### config.mk
export PLATFORM = sky130hd
export DESIGN_NAME = divisor_count_core
export DESIGN_NICKNAME = d
export VERILOG_FILES = /design/src/design/dc_pkg.sv /design/src/design/divisor_count_core.sv /design/src/design/dc_divider.sv
export SDC_FILE = /design/constraint.sdc
export NUM_CORES = 1
export LEC_CHECK = 0
export ABC_AREA = 1
export BUFFER_PORTS_ARGS = -buffer_cell sky130_fd_sc_hd__buf_2
export CAP_MARGIN = 40
export CORE_ASPECT_RATIO = 1.4
export CORE_MARGIN = 10
export CORE_UTILIZATION = 32
export CTS_BUF_LIST = sky130_fd_sc_hd__clkbuf_8
export CTS_CLUSTER_DIAMETER = 100
export CTS_CLUSTER_SIZE = 30
export DETAILED_ROUTE_END_ITERATION = 10
export PLACE_DENSITY = 0.58
export RECOVER_POWER = 25
export SLEW_MARGIN = 40
export SYNTH_ARGS = -nofsm -noshare
export SYNTH_HDL_FRONTEND = slang
export SYNTH_HIERARCHICAL = 1
export SYNTH_SLANG_ARGS = --single-unit
### constraint.sdc
create_clock -name clk -period 6.15 [get_ports clk]
set_input_delay 1.23 -clock clk [delete_from_list [all_inputs] [get_ports clk]]
set_output_delay 1.23 -clock clk [all_outputs]
set_load 0.05 [all_outputs]
### src/design/dc_pkg.sv
// Package for the divisor count core: sizes, result limits and sequencer states.
// Used by dc_divider and divisor_count_core; has no dependencies of its own.
package dc_pkg;

    // Default width of the signed input value
    localparam int VALUE_WIDTH_DEF = 32;

    // Result field: 11 bits, saturating at its top code
    localparam int TOTAL_W     = 11;
    localparam int TOTAL_MAX   = 2047;
    localparam int OUT_TDATA_W = 16;

    // Sequencer states of the top level
    typedef enum logic [2:0] {
        ST_IDLE,
        ST_START,
        ST_WAIT,
        ST_MUL,
        ST_TAIL,
        ST_OUT
    } dc_state_t;

endpackage

### src/design/divisor_count_core.sv
// Top level of the divisor count core: input word, trial-division sequencer, output register.
// Uses dc_pkg and the shared divider dc_divider.
//
// Takes one signed VALUE_WIDTH-bit word and returns the number of positive divisors of its
// magnitude (1 for zero and for plus or minus one), saturating at 2047. The magnitude is
// factored by trial division from 2 while the trial divisor does not exceed the quotient.
// Every trial is one pass of a shared bit-serial divider. At the default 32 bits, prime
// magnitudes near 2^31 are the worst case. s_tready is high only between words. The result
// sits in an output register, so the next word may be taken while a result still waits on
// m_tready.
module divisor_count_core
    import dc_pkg::*;
#(
    parameter int VALUE_WIDTH = VALUE_WIDTH_DEF
)
(
    input  logic                              clk,
    input  logic                              rst_n,
    input  logic                              s_tvalid,
    output logic                              s_tready,
    input  logic [((VALUE_WIDTH+7)/8)*8-1:0]  s_tdata,  // [VALUE_WIDTH-1:0] value
    output logic                              m_tvalid,
    input  logic                              m_tready,
    output logic [OUT_TDATA_W-1:0]            m_tdata   // [10:0] divisor_total
);

    localparam int W   = VALUE_WIDTH;
    localparam int E_W = $clog2(VALUE_WIDTH + 1);
    localparam int P_W = TOTAL_W + E_W;
    localparam logic [P_W-1:0] SAT_P = P_W'(TOTAL_MAX);

    dc_state_t        state_reg, state_next;
    logic [W-1:0]     mag_reg, mag_next;
    logic [W-1:0]     d_reg, d_next;
    logic [E_W-1:0]   e_reg, e_next;
    logic [TOTAL_W-1:0] total_reg, total_next;
    logic             first_reg, first_next;
    logic             out_valid_reg, out_valid_next;
    logic [TOTAL_W-1:0] out_data_reg, out_data_next;

    logic [W-1:0]     in_value;
    logic [W-1:0]     in_mag;
    logic             div_start;
    logic             div_done;
    logic [W-1:0]     div_q;
    logic [W-1:0]     div_r;
    logic [P_W-1:0]   prod;
    logic [TOTAL_W:0] dbl;

    // Magnitude of the incoming word, taken as unsigned
    assign in_value = s_tdata[W-1:0];
    assign in_mag   = in_value[W-1] ? (~in_value + 1'b1) : in_value;

    // Saturating count updates
    assign prod = {{E_W{1'b0}}, total_reg} * {{TOTAL_W{1'b0}}, e_reg + 1'b1};
    assign dbl  = {total_reg, 1'b0};

    // Shared divider: mag_reg / d_reg
    dc_divider #(
        .WIDTH (W)
    ) u_div (
        .clk       (clk),
        .rst_n     (rst_n),
        .start     (div_start),
        .dividend  (mag_reg),
        .divisor   (d_reg),
        .done      (div_done),
        .quotient  (div_q),
        .remainder (div_r)
    );

    // Sequencer: next state and datapath updates
    always_comb
    begin
        state_next     = state_reg;
        mag_next       = mag_reg;
        d_next         = d_reg;
        e_next         = e_reg;
        total_next     = total_reg;
        first_next     = first_reg;
        out_valid_next = out_valid_reg;
        out_data_next  = out_data_reg;
        div_start      = 1'b0;
        s_tready       = 1'b0;

        if (out_valid_reg && m_tready)
        begin
            out_valid_next = 1'b0;
        end

        case (state_reg)
            ST_IDLE:
            begin
                s_tready = 1'b1;
                if (s_tvalid)
                begin
                    mag_next   = in_mag;
                    d_next     = W'(2);
                    e_next     = '0;
                    total_next = TOTAL_W'(1);
                    first_next = 1'b1;
                    state_next = ST_START;
                end
            end
            ST_START:
            begin
                div_start  = 1'b1;
                state_next = ST_WAIT;
            end
            ST_WAIT:
            begin
                if (div_done)
                begin
                    if (first_reg && (d_reg > div_q))
                    begin
                        state_next = ST_TAIL;
                    end
                    else if (div_r == '0)
                    begin
                        e_next     = e_reg + 1'b1;
                        mag_next   = div_q;
                        first_next = 1'b0;
                        state_next = ST_START;
                    end
                    else
                    begin
                        state_next = ST_MUL;
                    end
                end
            end
            ST_MUL:
            begin
                total_next = (prod > SAT_P) ? TOTAL_W'(TOTAL_MAX) : prod[TOTAL_W-1:0];
                e_next     = '0;
                d_next     = d_reg + 1'b1;
                first_next = 1'b1;
                state_next = ST_START;
            end
            ST_TAIL:
            begin
                if (mag_reg > W'(1))
                begin
                    total_next = dbl[TOTAL_W] ? TOTAL_W'(TOTAL_MAX) : dbl[TOTAL_W-1:0];
                end
                state_next = ST_OUT;
            end
            ST_OUT:
            begin
                if (!out_valid_reg || m_tready)
                begin
                    out_valid_next = 1'b1;
                    out_data_next  = total_reg;
                    state_next     = ST_IDLE;
                end
            end
            default:
            begin
                state_next = ST_IDLE;
            end
        endcase
    end

    // Control state
    always_ff @(posedge clk or negedge rst_n)
    begin
        if (!rst_n)
        begin
            state_reg     <= ST_IDLE;
            out_valid_reg <= 1'b0;
        end
        else
        begin
            state_reg     <= state_next;
            out_valid_reg <= out_valid_next;
        end
    end

    // Datapath
    always_ff @(posedge clk)
    begin
        mag_reg      <= mag_next;
        d_reg        <= d_next;
        e_reg        <= e_next;
        total_reg    <= total_next;
        first_reg    <= first_next;
        out_data_reg <= out_data_next;
    end

    assign m_tvalid = out_valid_reg;
    assign m_tdata  = {{(OUT_TDATA_W-TOTAL_W){1'b0}}, out_data_reg};

    // Checks
    a_done_in_wait: assert property (@(posedge clk) disable iff (!rst_n)
        div_done |-> state_reg == ST_WAIT)
        else $error("divider finished outside the wait state");

    a_trial_min: assert property (@(posedge clk) disable iff (!rst_n)
        (state_reg != ST_IDLE && state_reg != ST_OUT) |-> d_reg >= W'(2))
        else $error("trial divisor below two");

    a_accept_starts: assert property (@(posedge clk) disable iff (!rst_n)
        (s_tvalid && s_tready) |=> state_reg == ST_START)
        else $error("accepted word did not start a divide");

    a_total_nonzero: assert property (@(posedge clk) disable iff (!rst_n)
        m_tvalid |-> m_tdata[TOTAL_W-1:0] != '0)
        else $error("divisor total of zero");

endmodule

### src/design/dc_divider.sv
// Shared restoring divider: one quotient bit per cycle.
// Uses dc_pkg; instantiated by divisor_count_core.
module dc_divider
    import dc_pkg::*;
#(
    parameter int WIDTH = VALUE_WIDTH_DEF
)
(
    input  logic             clk,
    input  logic             rst_n,
    input  logic             start,
    input  logic [WIDTH-1:0] dividend,
    input  logic [WIDTH-1:0] divisor,
    output logic             done,
    output logic [WIDTH-1:0] quotient,
    output logic [WIDTH-1:0] remainder
);

    localparam int CNT_W = $clog2(WIDTH + 1);
    localparam logic [CNT_W-1:0] LAST_STEP = CNT_W'(WIDTH - 1);

    logic             busy_reg, busy_next;
    logic             done_reg, done_next;
    logic [CNT_W-1:0] cnt_reg, cnt_next;
    logic [WIDTH-1:0] rem_reg, rem_next;
    logic [WIDTH-1:0] quo_reg, quo_next;
    logic [WIDTH-1:0] dvs_reg, dvs_next;

    logic [WIDTH:0]   rem_shift;
    logic [WIDTH:0]   diff;

    // One restoring step: shift in the next dividend bit, try the subtract
    always_comb
    begin
        rem_shift = {rem_reg, quo_reg[WIDTH-1]};
        diff      = rem_shift - {1'b0, dvs_reg};
        busy_next = busy_reg;
        done_next = 1'b0;
        cnt_next  = cnt_reg;
        rem_next  = rem_reg;
        quo_next  = quo_reg;
        dvs_next  = dvs_reg;
        if (start)
        begin
            busy_next = 1'b1;
            cnt_next  = '0;
            rem_next  = '0;
            quo_next  = dividend;
            dvs_next  = divisor;
        end
        else if (busy_reg)
        begin
            if (!diff[WIDTH])
            begin
                rem_next = diff[WIDTH-1:0];
                quo_next = {quo_reg[WIDTH-2:0], 1'b1};
            end
            else
            begin
                rem_next = rem_shift[WIDTH-1:0];
                quo_next = {quo_reg[WIDTH-2:0], 1'b0};
            end
            cnt_next = cnt_reg + 1'b1;
            if (cnt_reg == LAST_STEP)
            begin
                busy_next = 1'b0;
                done_next = 1'b1;
            end
        end
    end

    // Control state
    always_ff @(posedge clk or negedge rst_n)
    begin
        if (!rst_n)
        begin
            busy_reg <= 1'b0;
            done_reg <= 1'b0;
            cnt_reg  <= '0;
        end
        else
        begin
            busy_reg <= busy_next;
            done_reg <= done_next;
            cnt_reg  <= cnt_next;
        end
    end

    // Datapath
    always_ff @(posedge clk)
    begin
        rem_reg <= rem_next;
        quo_reg <= quo_next;
        dvs_reg <= dvs_next;
    end

    assign done      = done_reg;
    assign quotient  = quo_reg;
    assign remainder = rem_reg;

endmodule
### Yosys cells after proc, flatten, opt, wreduce, memory -nomap -nowiden

Index checks and enable logic that the tools add are counted.

| storage, ports and cells | value |
|---|---|
| register bits after elaboration | 201 |

| operators by class | value |
|---|---|
| add/subtract/negate cells | 5 |
| $mul | 1 |
| magnitude comparators | 3 |
| equal/unequal tests | 12 |
| mux-type cells | 46 |
| bitwise operators | 1 |
| reductions and logical operators | 17 |

Operator list:

| kind | number |
|---|---|
| $mux W32 | 9 |
| $pmux W32 S2 | 2 |
| $add A32 B1 Y32 const B | 2 |
| $mux W11 | 4 |
| $mux W6 | 6 |
| $pmux W11 S3 | 1 |
| $sub A33 B32 Y33 | 1 |
| $gt A32 B1 Y1 const B | 1 |
| $gt A32 B32 Y1 | 1 |
| $logic_not A32 Y1 | 1 |
| $not A32 Y32 | 1 |
| $pmux W3 S6 | 1 |
| $pmux W6 S3 | 1 |
| $gt A17 B11 Y1 const B | 1 |
| $mul A11 B6 Y17 | 1 |
| $mux W1 | 16 |
| $add A6 B1 Y6 const B | 2 |
| $mux W3 | 4 |
| $ne A2 B2 Y1 const B | 5 |
| $reduce_and A5 Y1 | 2 |
| $eq A3 B2 Y1 const B | 2 |
| $eq A3 B3 Y1 const B | 2 |
| $eq A6 B5 Y1 const B | 1 |
| $reduce_and A3 Y1 | 2 |
| other kinds (11) | 16 |

### Logic depth before layout (Yosys ltp)

| logic depth | value |
|---|---|
| depth in word-level cells | 5 |
| gate-level depth with buffers | 27 |
| gate-level depth less buffers | 25 |

### Hierarchy

Netlist, hierarchy kept.

By module, submodules not included:

| module | instances | cells each | area an instance (µm²) | seq. area each (µm²) |
|---|---|---|---|---|
| divisor_count_core | 1 | 1171 | 8866.0 | 2892.8 |
| dc_divider | 1 | 1032 | 6864.1 | 2762.6 |

### Worst setup path after synthesis

OpenSTA, ideal clock, no wires.

| timing path | value |
|---|---|
| kind | reg2reg |
| from | register e_reg[0] |
| to | register total_reg[1] (data pin) |
| library setup time | 0.256 ns |
| arrival | 4.349 ns |
| setup slack | 1.545 ns |
| stages on the path, launching flop included | 24 |
| buffers on the path | 3 |
| period minus slack after synthesis | 4.605 ns |
| cell sequence | edfxtp_1 clkbuf_1 nand4_1 nor2_1 xor2_1 clkbuf_1 nor2_1 fa_1 inv_1 fa_1 fa_1 inv_1 ha_1 nand2_1 inv_1 a21oi_2 nor2_1 nor2_1 nand3b_1 nand2_1 buf_4 nand4_1 nand2_1 nand2_1 |

| on the way | value |
|---|---|
| word-level cells in the longest chain between the ends | 5 |

RTL lines:

| item | line | text |
|---|---|---|
| from (decl) | divisor_count_core.sv:35 | `logic [E_W-1:0] e_reg, e_next;` |
| from (signal assigned) | divisor_count_core.sv:183 | `e_reg <= e_next;` |
| $add A6 B1 Y6 * | divisor_count_core.sv:55 | `assign prod = {{E_W{1'b0}}, total_reg} * {{TOTAL_W{1'b0}}, e_reg + 1'b1};` |
| $mul A11 B6 Y17 * | divisor_count_core.sv:55 |  |
| $gt A17 B11 Y1 | divisor_count_core.sv:133 | `total_next = (prod > SAT_P) ? TOTAL_W'(TOTAL_MAX) : prod[TOTAL_W-1:0];` |
| $mux W11 * | divisor_count_core.sv:133 |  |
| $pmux W11 S3 * | divisor_count_core.sv:91 | `case (state_reg)` |
| named net total_next[1] | divisor_count_core.sv:36 | `logic [TOTAL_W-1:0] total_reg, total_next;` |
| to (signal assigned) | divisor_count_core.sv:184 | `total_reg <= total_next;` |
| to (decl) | divisor_count_core.sv:36 |  |

Mark *: on every way through the listed nets, which the timed path passes. The rest lies on a longest branch.
A chain may end at the register's enable or synchronous reset.

### Worst setup path in the final report

| timing path | value |
|---|---|
| from | register e_reg[0] |
| to | register total_reg[6] (data pin) |

Same word-level chain as after synthesis.

==> run_results.csv <==
group,metric,value,unit
place,portBuffers,48,
setup_path,crit_family,"adder cells",
cts,cts_sinks,201,
cts,cts-hold-fix-buffers,0,
setup_path,path_class,"reg -> reg",
grt,grt_overflow_total,0,
synthesis,post_synth.cell_area_avg,7.14,um2
setup_path,r2r_end,"total_reg[6]",
sta,relSlewSlack,-0.266,
synthesis,ys_seq_area_frac,0.360,
synthesis,yosys.area.top_type,"edfxtp_1",
sta,setup_viol,0,
setup_path,critical_path.slowest_cell,"edfxtp_1",
route,postRouteAntennaNets,0,
sta,setup_ws,0.832,ns
sta,finalMaxSlewViolations,70,
min_path,hp-start,"u_div/cnt_reg[5]",
floorplan,core_area,48900,um2
sta,timing.hold.ws,0.494,ns
outcome,violations,"max-capacitance violations, max-slew violations",
route,vias_per_cell,4.70,
route,first_pass_iters,6,
grt,antenna_found_initial,1,
layout,final_util,0.345,
floorplan,die_x,207,um
route,totalWireLength,41.7,mm
synthesis,synth-async-reset-ratio,0.0597,
sta,rsz0062_at_grt,"false",
grt,grt_pass1_wl,69.0,mm
layout,nFillCells,5218,
setup_path,cp.arrival,5.63,ns
setup_path,cp-start-kind,"flip-flop",
synthesis,synth_ff_type,"edfxtp_1",
cts,cts-root-buf,"clkbuf_8",
route,drt-initial-drc-count,941,
synthesis,yosysMostFrequentCell,"nand2_1",
floorplan,initial_utilization,0.322,
sta,setup_tns,0,ns
setup_path,rrSetupSlack,0.83,ns
sta,finalClockSkew,0.0509,ns
layout,multiInputGateArea,8260,um2
setup_path,crit_fanout,11,
route,post_drt_wl_per_cell,14.5,um
setup_path,r2r_start,"e_reg[0]",
setup_path,rr_worst_depth,20,
cts,cts_tree,"done",
cts,cts_buffer_depth,3,
layout,final_layout_size_suffix_gt1_frac,0.0537,
layout,final_net_count,2399,
layout,areaGrowthSynthToFinish,7.14,%
sta,worstMarginPinSlew,1.90,ns
cts,cts_setup_buffers,0,
outcome,status,"complete, but fails checks",
setup_path,crit_chain,"ha_1 > nand3_1 > xor2_2 > nor2_1 > fa_1 > inv_1 > fa_1 > fa_1 > inv_1 > ha_1 > nand2_1 > inv_1 > a21oi_2 > nand3_1 > nand2_1 > nand2_1 > nor2_1 > nand4_1 > nand2_1 > nand2_1",
sta,max_freq,188,MHz
synthesis,synth_edf_count,157,
sta,hold_viol,0,
setup_path,worstPathRequired,6.47,ns
synthesis,syn_area,15700,um2
synthesis,yosys-top-cells-count,"744 x nand2_1, 422 x inv_1, 178 x nor2_1",
sta,finalCritPeriodShare,0.865,
place,gp_congestion,0.920,
setup_path,path_buf_inv,3,
cts,cts.clk_slew.worst_paths,0.16,ns
synthesis,synth_top_area_frac,0.300,
place,place_ws,0.591,ns
cts,ctsHtreeMaxLevel,1,
grt,grt_pass1_vias,13500,
floorplan,dieArea,58600,um2
floorplan,io-pin-count,54,
place,place_hpwl,33.5,mm
setup_path,endpoint_kind,"flip-flop",
grt,grt_max_degree,67,
synthesis,netlist-cell-type-count,53,
synthesis,netlist_top_cells_area,"edfxtp_1 30%, nand2_1 18%, inv_1 10%, ha_1 7.4%, fa_1 4.8%",
grt,grtUsageTotal,0.141,
cts,cts_buffers,11,
min_path,hold_end,"u_div/done",
cts,cts_resized,0,
synthesis,ys_ff_latch,201,
min_path,hold_class,"reg -> reg",
route,vias,13500,
floorplan,die_height,282,um
layout,register_area,5660,um2
cts,clk_latency,0.56,ns
setup_path,cp_slowest_stage_delay,0.56,ns
route,drc,0,
setup_path,cpMostUsedCell,"nand2_1",
floorplan,fp-row-count,96,
run,cap_violations,2,
sta,fin_crit,5.32,ns
synthesis,syn_inst,2203,
min_path,hold_depth,1,
synthesis,ys_warn_count,6,
logic make-up (layout without fill, tap and decap cells):
group / Yosys count / in the layout / share of synthesized area
and+or+nand+nor: 1200 / 1200 / 0.327
xor gates and xnor gates: 40 / 40 / 0.0223
buffers and inverters: 475 / 504 / 0.117
AOI/OAI and AO/OA: 155 / 155 / 0.0515
adders and majority gates: 131 / 131 / 0.122
DFF: 201 / 201 / 0.360
other: 1 / 6 / 0.000238
stage by stage:
step | instances | area [um2]
2_1_floorplan | 2207 | 15700
3_3_place_gp | 2856 | 16600
3_5_place_dp | 2856 | 16600
4_1_cts | 2873 | 16900
5_1_grt | 2874 | 16900
6_report | 2874 | 16900
worst register-to-register path, cell delays in order, from the launching register on:
cell      delay [ns]
edfxtp_1        0.56
ha_1            0.30
nand3_1         0.11
xor2_2          0.48
nor2_1          0.13
fa_1            0.52
inv_1           0.06
fa_1            0.51
fa_1            0.54
inv_1           0.04
ha_1            0.35
nand2_1         0.16
inv_1           0.07
a21oi_2         0.18
nand3_1         0.09
nand2_1         0.06
nand2_1         0.04
nor2_1          0.55
nand4_1         0.19
nand2_1         0.11
nand2_1         0.06
worst max-delay path by stage:
| stage | start | to | slack (ns) | depth (start not counted) |
|---|---|---|---|---|
| 2_1_floorplan | e_reg[0] | total_reg[1] | 1.55 | 23 |
| 3_3_place_gp | e_reg[0] | total_reg[7] | 0.73 | 20 |
| 3_5_place_dp | e_reg[0] | total_reg[5] | 0.59 | 20 |
| 4_1_cts | e_reg[0] | total_reg[6] | 0.59 | 20 |
| 5_1_grt | e_reg[0] | total_reg[9] | 0.39 | 20 |
| 6_report | e_reg[0] | total_reg[6] | 0.83 | 20 |
placed cells by master (no fill, tap or decap), drive strengths merged, types with 2 or more instances in the layout:
| master | instances |
|---|---|
| nand2 | 751 |
| inv | 430 |
| nor2 | 190 |
| edfxtp | 157 |
| nand3 | 131 |
| ha | 93 |
| o21ai | 74 |
| a21oi | 69 |
| buf | 56 |
| nor3 | 41 |
| fa | 38 |
| nand4 | 35 |
| dfxtp | 32 |
| xor2 | 23 |
| nor4 | 19 |
| xnor2 | 17 |
| clkbuf | 15 |
| dfrtp | 12 |
| and2 | 7 |
| or2 | 7 |
| nand3b | 6 |
| nor3b | 6 |
| conb | 5 |
| and3 | 4 |
| o21bai | 3 |
| a21o | 2 |
| o21a | 2 |
| clkinv | 2 |
routing by layer:
metal	vias to the layer above	global-route usage	wire length (um)
met2	212	0.280	22500
met3	58	0.00596	908
met5	-	0	0
met4	0	0.0461	1110
li1	6949	-	-
met1	6278	0.158	17200
cell type report:
cell class | count | share of cell area
Inverter | 427 | 0.0952
Tap cell | 637 | 0.0473
Multi-Input combinational cell | 1531 | 0.490
Timing Repair Buffer | 60 | 0.0189
Clock buffer | 11 | 0.00898
Sequential cell | 201 | 0.336
Clock inverter | 6 | 0.00379
Antenna cell | 1 | 0.000148
Power is left out: the tool's default activity adds up to more than one toggle a clock period on the data nets, which glitch-free logic cannot reach.
